<file path="config.mk">
export PLATFORM = sky130hd
export DESIGN_NAME = hub_port_connect_sequencer
export DESIGN_NICKNAME = d
export VERILOG_FILES = /design/src/hdl/hpcs_pkg.sv /design/src/hdl/hub_port_connect_sequencer.sv
export SDC_FILE = /design/constraint.sdc
export NUM_CORES = 1
export LEC_CHECK = 0
export BUFFER_PORTS_ARGS = -buffer_cell sky130_fd_sc_hd__clkbuf_2
export CORE_MARGIN = 5
export CORE_UTILIZATION = 32
export DETAILED_ROUTE_END_ITERATION = 10
export PLACE_DENSITY = 0.57
export SYNTH_ARGS = -nofsm -noshare
export SYNTH_HDL_FRONTEND = slang
export SYNTH_SLANG_ARGS = --single-unit
</file>
<file path="constraint.sdc">
create_clock -name clk_i -period 4.75 [get_ports clk_i]
set_clock_uncertainty 0.2 [all_clocks]
set_input_delay 0 -clock clk_i [delete_from_list [all_inputs] [get_ports clk_i]]
set_output_delay 0 -clock clk_i [all_outputs]
set_load 0.01 [all_outputs]
</file>
<file path="src/hdl/hpcs_pkg.sv">
// types and constants shared by the root hub port attach sequencer
`default_nettype none

package hpcs_pkg;

  localparam int unsigned PortCount = 8;
  localparam int unsigned PortW     = 3;
  localparam int unsigned CmdW      = 2;
  localparam int unsigned TimerW    = 10;
  localparam int unsigned PhaseW    = 3;
  localparam int unsigned EventW    = 3;
  localparam int unsigned CfgIdxW   = 2;

  localparam logic [TimerW-1:0] DebounceReset  = TimerW'(400);
  localparam logic [TimerW-1:0] ResetReset     = TimerW'(50);
  localparam logic [TimerW-1:0] LongResetReset = TimerW'(200);
  localparam logic [TimerW-1:0] RecoveryReset  = TimerW'(5);

  typedef enum logic [CmdW-1:0] {
    CMD_POLL  = 2'd0,
    CMD_TICK  = 2'd1,
    CMD_CFG   = 2'd2,
    CMD_RSVD  = 2'd3
  } cmd_e;

  typedef enum logic [PhaseW-1:0] {
    PH_IDLE     = 3'd0,
    PH_DEBOUNCE = 3'd1,
    PH_RESET    = 3'd2,
    PH_ENWAIT   = 3'd3,
    PH_AWAIT    = 3'd4,
    PH_PAUSE    = 3'd5,
    PH_LONGRST  = 3'd6
  } phase_e;

  typedef enum logic [EventW-1:0] {
    EV_NONE       = 3'd0,
    EV_ATTACH     = 3'd1,
    EV_BOUNCE     = 3'd2,
    EV_GONE       = 3'd3,
    EV_CONFIGURED = 3'd4,
    EV_RETRY      = 3'd5,
    EV_DETACHED   = 3'd6
  } event_e;

  typedef enum logic [CfgIdxW-1:0] {
    CFG_DEBOUNCE  = 2'd0,
    CFG_RESET     = 2'd1,
    CFG_LONGRST   = 2'd2,
    CFG_RECOVERY  = 2'd3
  } cfg_idx_e;

  typedef struct packed {
    cmd_e             cmd;
    logic [PortW-1:0] port;
    logic             connected;
    logic             change;
    logic             enabled;
    logic             low_speed;
    logic             config_ok;
  } in_item_t;

  typedef struct packed {
    logic suspend;
    logic reset;
    logic enable;
  } drive_t;

endpackage

`default_nettype wire

</file>
<file path="src/hdl/hub_port_connect_sequencer.sv">
// root hub port attach sequencer: debounce, reset, enable and retry handling
//
//  channel  | signals                              | direction
//  ---------+--------------------------------------+----------
//  in       | in_valid_i, in_stall_o, item fields  | to block
//  out      | out_valid_o, out_stall_i, results    | from block
//  cfg      | cfg_we_i, cfg_index_i, cfg_data_i    | to block
//
// one item per cycle sustained while out_stall_i is low; an item waits in the input
// register, is decided there by the phase and timer logic and is loaded into the result
// register whenever that register is empty or not stalled, which raises out_valid_o;
// the result transfers out of the result register when out_stall_i is low
// reset puts the sequencer idle with all drive bits low and timers at their defaults
// in_stall_o rises only when the input register holds an item and the result
// register is full and stalled
`default_nettype none

module hub_port_connect_sequencer (
  input  wire                               clk_i,
  input  wire                               rst_ni,
  input  wire                               cfg_we_i,
  input  wire  [hpcs_pkg::CfgIdxW-1:0]      cfg_index_i,
  input  wire  [hpcs_pkg::TimerW-1:0]       cfg_data_i,
  input  wire                               in_valid_i,
  output logic                              in_stall_o,
  input  wire  [hpcs_pkg::CmdW-1:0]         cmd_i,
  input  wire  [hpcs_pkg::PortW-1:0]        port_number_i,
  input  wire                               connected_i,
  input  wire                               connect_change_i,
  input  wire                               port_enabled_i,
  input  wire                               low_speed_i,
  input  wire                               config_ok_i,
  output logic                              out_valid_o,
  input  wire                               out_stall_i,
  output logic [hpcs_pkg::PhaseW-1:0]       phase_o,
  output logic                              clear_change_o,
  output logic                              suspend_drive_o,
  output logic                              reset_drive_o,
  output logic                              enable_drive_o,
  output logic                              request_config_o,
  output logic                              device_low_speed_o,
  output logic [hpcs_pkg::PortW-1:0]        active_port_o,
  output logic [hpcs_pkg::EventW-1:0]       event_res_o
);

  import hpcs_pkg::*;

  // configuration
  logic [TimerW-1:0] debounce_q, reset_ticks_q, long_reset_q, recovery_q;

  // input register
  logic     in_valid_q;
  in_item_t in_q;

  // sequencer state
  phase_e            phase_q, phase_d;
  logic [TimerW-1:0] timer_q, timer_d;
  logic [PortW-1:0]  busy_port_q, busy_port_d;
  logic              retry_pend_q, retry_pend_d;
  logic [PortW-1:0]  retry_port_q, retry_port_d;
  drive_t            drive_q, drive_d;
  logic              speed_q, speed_d;

  // result register
  logic   out_valid_q;
  logic   clear_q, clear_d;
  logic   req_q, req_d;
  event_e ev_q, ev_d;
  phase_e out_phase_q;
  drive_t out_drive_q;
  logic   out_speed_q;
  logic [PortW-1:0] out_port_q;

  logic out_load, step, in_xfer;
  logic item_ok, status_mine, tick_hit;
  logic [TimerW-1:0] timer_inc, limit;

  assign out_load   = !out_valid_q || !out_stall_i;
  assign step       = in_valid_q && out_load;
  assign in_stall_o = in_valid_q && !out_load;
  assign in_xfer    = in_valid_i && !in_stall_o;

  // configuration writes
  always_ff @(posedge clk_i or negedge rst_ni) begin
    if (!rst_ni) begin
      debounce_q    <= DebounceReset;
      reset_ticks_q <= ResetReset;
      long_reset_q  <= LongResetReset;
      recovery_q    <= RecoveryReset;
    end else if (cfg_we_i) begin
      unique case (cfg_idx_e'(cfg_index_i))
        CFG_DEBOUNCE: debounce_q    <= cfg_data_i;
        CFG_RESET:    reset_ticks_q <= cfg_data_i;
        CFG_LONGRST:  long_reset_q  <= cfg_data_i;
        CFG_RECOVERY: recovery_q    <= cfg_data_i;
        default:      ;
      endcase
    end
  end

  // input register
  always_ff @(posedge clk_i or negedge rst_ni) begin
    if (!rst_ni) begin
      in_valid_q <= 1'b0;
    end else if (in_xfer) begin
      in_valid_q <= 1'b1;
    end else if (step) begin
      in_valid_q <= 1'b0;
    end
  end

  always_ff @(posedge clk_i) begin
    if (in_xfer) begin
      in_q.cmd       <= cmd_e'(cmd_i);
      in_q.port      <= port_number_i;
      in_q.connected <= connected_i;
      in_q.change    <= connect_change_i;
      in_q.enabled   <= port_enabled_i;
      in_q.low_speed <= low_speed_i;
      in_q.config_ok <= config_ok_i;
    end
  end

  // phase timer limit and tick compare
  always_comb begin
    unique case (phase_q)
      PH_DEBOUNCE: limit = debounce_q;
      PH_RESET:    limit = reset_ticks_q;
      PH_PAUSE:    limit = recovery_q;
      PH_LONGRST:  limit = long_reset_q;
      default:     limit = debounce_q;
    endcase
  end

  assign timer_inc   = timer_q + TimerW'(1);
  assign tick_hit    = (timer_inc >= limit);
  assign item_ok     = ({1'b0, in_q.port} < (PortW+1)'(PortCount)) && (in_q.cmd != CMD_RSVD);
  assign status_mine = ((in_q.cmd == CMD_POLL) || (in_q.cmd == CMD_TICK)) &&
                       (in_q.port == busy_port_q);

  // next state
  always_comb begin
    phase_d      = phase_q;
    timer_d      = timer_q;
    busy_port_d  = busy_port_q;
    retry_pend_d = retry_pend_q;
    retry_port_d = retry_port_q;
    drive_d      = drive_q;
    speed_d      = speed_q;
    clear_d      = 1'b0;
    req_d        = 1'b0;
    ev_d         = EV_NONE;
    if (item_ok) begin
      unique case (phase_q)
        PH_IDLE: begin
          if (in_q.cmd == CMD_POLL &&
              (in_q.change || (retry_pend_q && retry_port_q == in_q.port))) begin
            retry_pend_d = 1'b0;
            clear_d      = 1'b1;
            busy_port_d  = in_q.port;
            if (in_q.connected) begin
              phase_d = PH_DEBOUNCE;
              timer_d = '0;
              ev_d    = EV_ATTACH;
            end else begin
              drive_d.suspend = 1'b1;
              drive_d.enable  = 1'b0;
              ev_d            = EV_DETACHED;
            end
          end
        end
        PH_DEBOUNCE: begin
          if (status_mine && in_q.change) begin
            clear_d = 1'b1;
            timer_d = '0;
            ev_d    = EV_BOUNCE;
          end else if (in_q.cmd == CMD_TICK) begin
            timer_d = tick_hit ? '0 : timer_inc;
            if (tick_hit) begin
              drive_d.suspend = 1'b0;
              drive_d.reset   = 1'b1;
              phase_d         = PH_RESET;
            end
          end
        end
        PH_RESET: begin
          if (in_q.cmd == CMD_TICK) begin
            timer_d = tick_hit ? '0 : timer_inc;
            if (tick_hit) begin
              drive_d.reset  = 1'b0;
              drive_d.enable = 1'b1;
              phase_d        = PH_ENWAIT;
            end
          end
        end
        PH_ENWAIT: begin
          if (status_mine && (in_q.enabled || !in_q.connected)) begin
            if (!in_q.connected) begin
              phase_d = PH_IDLE;
              ev_d    = EV_GONE;
            end else begin
              speed_d = in_q.low_speed;
              req_d   = 1'b1;
              phase_d = PH_AWAIT;
            end
          end
        end
        PH_AWAIT: begin
          if (in_q.cmd == CMD_CFG && in_q.port == busy_port_q) begin
            if (in_q.config_ok) begin
              phase_d = PH_IDLE;
              ev_d    = EV_CONFIGURED;
            end else begin
              drive_d.enable = 1'b0;
              timer_d        = '0;
              phase_d        = PH_PAUSE;
            end
          end
        end
        PH_PAUSE: begin
          if (in_q.cmd == CMD_TICK) begin
            timer_d = tick_hit ? '0 : timer_inc;
            if (tick_hit) begin
              drive_d.reset = 1'b1;
              phase_d       = PH_LONGRST;
            end
          end
        end
        PH_LONGRST: begin
          if (in_q.cmd == CMD_TICK) begin
            timer_d = tick_hit ? '0 : timer_inc;
            if (tick_hit) begin
              drive_d.reset   = 1'b0;
              drive_d.suspend = 1'b1;
              retry_pend_d    = 1'b1;
              retry_port_d    = busy_port_q;
              phase_d         = PH_IDLE;
              ev_d            = EV_RETRY;
            end
          end
        end
        default: begin
          phase_d = PH_IDLE;
        end
      endcase
    end
  end

  // sequencer state registers
  always_ff @(posedge clk_i or negedge rst_ni) begin
    if (!rst_ni) begin
      phase_q      <= PH_IDLE;
      timer_q      <= '0;
      busy_port_q  <= '0;
      retry_pend_q <= 1'b0;
      retry_port_q <= '0;
      drive_q      <= '0;
      speed_q      <= 1'b0;
    end else if (step) begin
      phase_q      <= phase_d;
      timer_q      <= timer_d;
      busy_port_q  <= busy_port_d;
      retry_pend_q <= retry_pend_d;
      retry_port_q <= retry_port_d;
      drive_q      <= drive_d;
      speed_q      <= speed_d;
    end
  end

  // result register
  always_ff @(posedge clk_i or negedge rst_ni) begin
    if (!rst_ni) begin
      out_valid_q <= 1'b0;
    end else if (out_load) begin
      out_valid_q <= step;
    end
  end

  always_ff @(posedge clk_i) begin
    if (step) begin
      out_phase_q <= phase_d;
      clear_q     <= clear_d;
      out_drive_q <= drive_d;
      req_q       <= req_d;
      out_speed_q <= speed_d;
      out_port_q  <= busy_port_d;
      ev_q        <= ev_d;
    end
  end

  assign out_valid_o        = out_valid_q;
  assign phase_o            = out_phase_q;
  assign clear_change_o     = clear_q;
  assign suspend_drive_o    = out_drive_q.suspend;
  assign reset_drive_o      = out_drive_q.reset;
  assign enable_drive_o     = out_drive_q.enable;
  assign request_config_o   = req_q;
  assign device_low_speed_o = out_speed_q;
  assign active_port_o      = out_port_q;
  assign event_res_o        = ev_q;

endmodule

`default_nettype wire
</file>
---- Yosys cells after proc, flatten, opt, wreduce, memory -nomap -nowiden ----
Cells that the tools add are included.
word-level totals
  bits in registers ....................... 91
  bits of input ports ..................... 27
  logic and storage cells ................. 158
operators by class
  $add $sub $neg .......................... 1
  $lt $le $gt $ge ......................... 1
  equality and inequality tests ........... 20
  mux-type cells .......................... 72
  reduce and logical (&&, ||, !) cells .... 33
operators with widths
  kind                                            count
  2-to-1 mux 3 bit                                26
  2-to-1 mux 10 bit                               7
  case mux 10 bit (4 select lines)                1
  case mux 10 bit (3 select lines)                1
  case mux 3 bit (7 select lines)                 1
  2-to-1 mux 1 bit                                20
  2-to-1 mux 2 bit                                10
  case mux 3 bit (5 select lines)                 1
  != test 2 bit (second input constant)           7
  adder 10 x 1 -> 10 bit (second input constant)  1
  >= comparator 10 bit                            1
  == test 3 bit (second input constant)           3
  logical AND 1 bit                               9
  AND reduction 2 bit                             4
  AND reduction 7 bit                             1
  == test 2 bit (second input constant)           3
  == test 3 x 2 -> 1 bit (second input constant)  2
  == test 3 bit                                   2
  case mux 1 bit (3 select lines)                 2
  AND reduction 6 bit                             1
  logical NOT 1 bit                               5
  AND reduction 5 bit                             1
  == test 2 x 1 -> 1 bit (second input constant)  2
  logical NOT 2 bit                               2
  other kinds (9)                                 14

---- Logic depth before layout (Yosys ltp) ----
  word-level depth ........................ 8
  gate-level depth with buffers ........... 15
  mapped depth without buffers ............ 13

---- Worst setup path before layout ----
No wires, ideal clock.
  kind .................................... register to register
  start ................................... register phase_q[1]
  end ..................................... register timer_q[2]
  setup time .............................. 0.099 ns
  data arrival time ....................... 3.198 ns
  slack ................................... 1.253 ns
  stages on the path, launching flop included .. 15
  buffers on the path ..................... 3
  cells stage by stage .................... dfrtp_1 -> clkbuf_1 -> nand2b_1 -> clkbuf_1 -> o22ai_1 -> o21ai_0 -> o21ai_0 -> ha_1 -> a211o_1 -> a21oi_1 -> o21a_1 -> o21ai_0 -> or4b_1 -> buf_6 -> o311ai_4
on the way
  cells in the longest elaborated chain, start to end .. 7
  elaborated cells on any way between the ends .. 19
  classes of those cells .................. 1 x order compare; 9 x eq/ne; 5 x mux; 4 x reduce/logical
RTL lines
  what                                                     line                                                                  RTL
  start: declaration                                       hub_port_connect_sequencer.sv:56                                      phase_e phase_q, phase_d;
  start signal: assignment                                 hub_port_connect_sequencer.sv:260                                     phase_q <= phase_d;
  == test 3 bit or == test 3 x 2 -> 1 bit (tied branches)  hub_port_connect_sequencer.sv:126, hub_port_connect_sequencer.sv:154
  case mux 10 bit (3 select lines)                         hub_port_connect_sequencer.sv:126                                     unique case (phase_q)
  >= comparator 10 bit                                     hub_port_connect_sequencer.sv:136                                     assign tick_hit = (timer_inc >= limit);
  2-to-1 mux 10 bit (2 in series)                          -
  2-to-1 mux 10 bit                                        hub_port_connect_sequencer.sv:173                                     if (status_mine && in_q.change) begin
  case mux 10 bit (4 select lines)                         hub_port_connect_sequencer.sv:154                                     unique case (phase_q)
  end signal: assignment                                   hub_port_connect_sequencer.sv:261                                     timer_q <= timer_d;
  end: declaration                                         hub_port_connect_sequencer.sv:57                                      logic [TimerW-1:0] timer_q, timer_d;
Several ways; a longest one is shown, not always the timed one.
A chain may end at the register's enable or synchronous reset.

---- Worst setup path in the final report ----
Same ends and word-level chain as after synthesis.

==> insert_results.sql <==
INSERT INTO impl_metrics (metric_group, metric, value, unit) VALUES
('yosys', 'synthesis.instances', '431', ''),
('global_routing', 'antenna_violations_before_repair', '0', ''),
('drt', 'drt-initial-drc-count', '231', ''),
('power_and_ir_drop', 'seq_power_share', '38.1', '%'),
('critical_path', 'crit_fanout', '15', ''),
('sta', 'worst_slew_margin_rel', '43.3', '%'),
('sta', 'timing_max_transition_violations_final', '0', ''),
('critical_path', 'timing.critical_path.slowest_stage_cell', 'or4b_1', ''),
('yosys', 'netlist_area', '4780', 'um2'),
('die', 'chipHeight', '132', 'um'),
('power_and_ir_drop', 'sw_frac_of_total', '36.9', '%'),
('global_routing', 'globalRouteOverflowTotal', '0', ''),
('yosys', 'synth-seq-cells', '91', ''),
('clock_tree', 'clk_latency', '0.35', 'ns'),
('drt', 'route.detailed.wl_per_inst', '16.5', 'um'),
('place', 'place_congestion', '0.863', ''),
('power_and_ir_drop', 'intPower', '1.89', 'mW'),
('global_routing', 'grt_first_pass_wirelength', '19000', 'um'),
('drt', 'route.detailed.drc', '0', ''),
('power_and_ir_drop', 'power_density', '521', 'nW/um2'),
('power_and_ir_drop', 'leakagePower', '2.34', 'nW'),
('clock_tree', 'number_of_post_cts_setup_repair_buffers', '0', ''),
('critical_path', 'worstSetupStartpoint', 'phase_q[1]', ''),
('final_layout', 'synthToLayoutAreaGrowth', '20.0', '%'),
('worst_hold_path', 'hp-class', 'in -> reg', ''),
('clock_tree', 'clock_tree.root_cell', 'clkbuf_16', ''),
('power_and_ir_drop', 'worst_ir_drop_vdd', '225', 'uV'),
('drt', 'routed_vias', '3691', ''),
('final_layout', 'fillers', '1387', ''),
('yosys', 'ys.warnings.count', '0', ''),
('drt', 'vias_cell', '5.38', ''),
('critical_path', 'timing.rr.end', 'timer_q[2]', ''),
('sta', 'report.final.hold_viol_count', '0', ''),
('yosys', 'ys_seq_area_share', '50.5', '%'),
('run_status', 'outcome', 'finished, final reports clean', ''),
('place', 'dp.final_hpwl', '8140', 'um'),
('power_and_ir_drop', 'share_clk_of_total_power', '24.5', '%'),
('critical_path', 'critPathKind', 'reg -> reg', ''),
('power_and_ir_drop', 'logic_pwr_share', '37.4', '%'),
('critical_path', 'rr_worst_depth', '11', ''),
('final_layout', 'ff_latch_area', '2420', 'um2'),
('yosys', 'synthFlopType', 'dfrtp_1', ''),
('die', 'core_area', '14600', 'um2'),
('drt', 'antenna_violating_nets_post_route', '0', ''),
('clock_tree', 'clock_tree_from_tritoncts', 'done', ''),
('global_routing', 'grt_pass1_vias', '3760', ''),
('yosys', 'synth_area_per_cell', '11.1', 'um2'),
('final_layout', 'multi_input_comb_area', '2230', 'um2'),
('final_layout', 'antenna_cells', '0', ''),
('sta', 'fmax', '244', 'MHz'),
('place', 'port_buffers', '43', ''),
('sta', 'setup_total_negative_slack', '0', 'ns'),
('final_layout', 'layout.core_utilization', '39.3', '%'),
('worst_hold_path', 'hold_path_startpoint', 'cfg_index_i[1]', ''),
('clock_tree', 'clkSlewWorstSetupHoldPaths', '0.07', 'ns'),
('drt', 'first_pass_iters', '5', ''),
('final_layout', 'post_route_cells_drive_above_1_share', '27.9', '%'),
('drt', 'wirelength', '11400', 'um'),
('critical_path', 'timing.critical_path.to_type', 'flop', ''),
('sta', 'rsz_0062_raised_after_global_routing', 'no', ''),
('place', 'dp.cells', '646', ''),
('die', 'num_rows', '44', ''),
('clock_tree', 'clock_tree.htree_level_count', '3', ''),
('global_routing', 'grt_max_degree', '67', ''),
('final_layout', 'final_cells', '686', ''),
('yosys', 'netlist-cell-type-count', '64', ''),
('critical_path', 'path_buf_inv', '1', ''),
('die', 'boundaryPins', '44', ''),
('critical_path', 'cp.required', '4.80', 'ns'),
('power_and_ir_drop', 'p_switching', '1.10', 'mW'),
('run', 'maxCapViolCount', '0', '');
-- layout make-up --
| cell class | count | area share (%) |
|---|---|---|
| Sequential cell | 91 | 42.1 |
| Inverter | 11 | 0.720 |
| Multi-Input combinational cell | 309 | 38.8 |
| Timing Repair Buffer | 75 | 8.99 |
| Clock buffer | 12 | 4.47 |
| Tap cell | 184 | 4.01 |
| Clock inverter | 4 | 0.851 |
-- layout by cell type, fill, tap and decap left out, types with 5 or more instances in the layout --
cell type      instances
dfrtp_1               55
nand2_1               53
mux2_2                48
clkbuf_2              43
o21ai_0               31
edfxtp_1              25
dlygate4sd3_1         24
nor2_1                15
a21oi_1               15
o221ai_1              12
o22ai_1               11
ha_1                  11
dfstp_2               11
nand2b_1              10
inv_1                 10
nand3_1               10
clkbuf_16              9
xnor2_1                8
buf_4                  8
o21a_1                 5
o221ai_2               5
-- synthesized netlist by cell type (all sizes together) (11+ instances only) --
master | count | share of area (%)
dfrtp | 55 | 29
nand2 | 54 | 4.3
mux2 | 48 | 11
o21ai | 32 | 3.4
edfxtp | 25 | 16
o221ai | 17 | 3.8
a21oi | 15 | 1.6
nor2 | 15 | 1.2
clkbuf | 14 | 1.1
dfstp | 11 | 6.0
ha | 11 | 2.9
o22ai | 11 | 1.4
-- registers in the layout, summed over array words and instances (netlist names), 10 cells and up --
signal / cells
debounce_q: 10
in_q: 10
long_reset_q: 10
recovery_q: 10
reset_ticks_q: 10
timer_q: 10
-- worst min-delay path, stage by stage --
cell and delay, ns:
clkbuf_2 0.11, nor3b_1 0.05, buf_4 0.18, mux2_2 0.23
-- metal layers --
metal,share of wire (%),wire length (um),vias up,GRT usage (%)
li1,-,-,1749,-
met1,48,5440,1806,18.5
met2,45,5160,118,20.2
met3,4.9,551,18,2.52
met4,1.8,206,0,5.20
met5,0,0,-,0
-- per-stage QoR --
step | setup WS, ns | hold slack (ns) | power (mW) | cell area, um2
after floorplan | 1.25 | -0.496 | 1.92 | 4780
after global placement | 0.879 | -0.0221 | 2.20 | 5190
after detailed placement | 0.684 | -0.0194 | 2.24 | 5190
after CTS | 0.668 | 0.0557 | 3.00 | 5740
after global routing | 0.379 | 0.0715 | 3.18 | 5740
final | 0.658 | 0.0653 | 2.99 | 5740
-- logic make-up (layout without fill, tap and decap cells) --
group / count (synthesis) / count (layout) / share of synthesized area, %
buf+inv: 31 / 102 / 2.85
xor+xnor: 10 / 10 / 1.83
simple gates: 124 / 124 / 12.8
flops: 91 / 91 / 50.5
compound gates: 115 / 115 / 17.5
mux: 49 / 49 / 11.5
fa+ha+maj: 11 / 11 / 2.88
-- power groups by stage --
stage          combinational (mW)  clock, mW  sequential (mW)
3_5_place_dp                 1.09          0             1.15
3_3_place_gp                 1.05          0             1.15
2_1_floorplan               0.829          0             1.09
5_1_grt                      1.24      0.783             1.16
4_1_cts                      1.11      0.746             1.14
6_report                     1.12      0.732             1.14
-- worst max-delay path by stage --
| stage | endpoint | slack [ns] | cells past startpoint |
|---|---|---|---|
| 2_1_floorplan | timer_q[2] | 1.25 | 14 |
| 3_3_place_gp | timer_q[2] | 0.88 | 11 |
| 3_5_place_dp | timer_q[2] | 0.68 | 11 |
| 4_1_cts | timer_q[2] | 0.67 | 11 |
| 5_1_grt | timer_q[2] | 0.38 | 11 |
| 6_report | timer_q[2] | 0.66 | 11 |
-- timing repair --
item                                   4_1_cts  5_1_grt
resized for setup                            0        0
endpoints found under the hold margin      109        0
hold buffers                                24        0
Power figures use the tool's default switching activity.
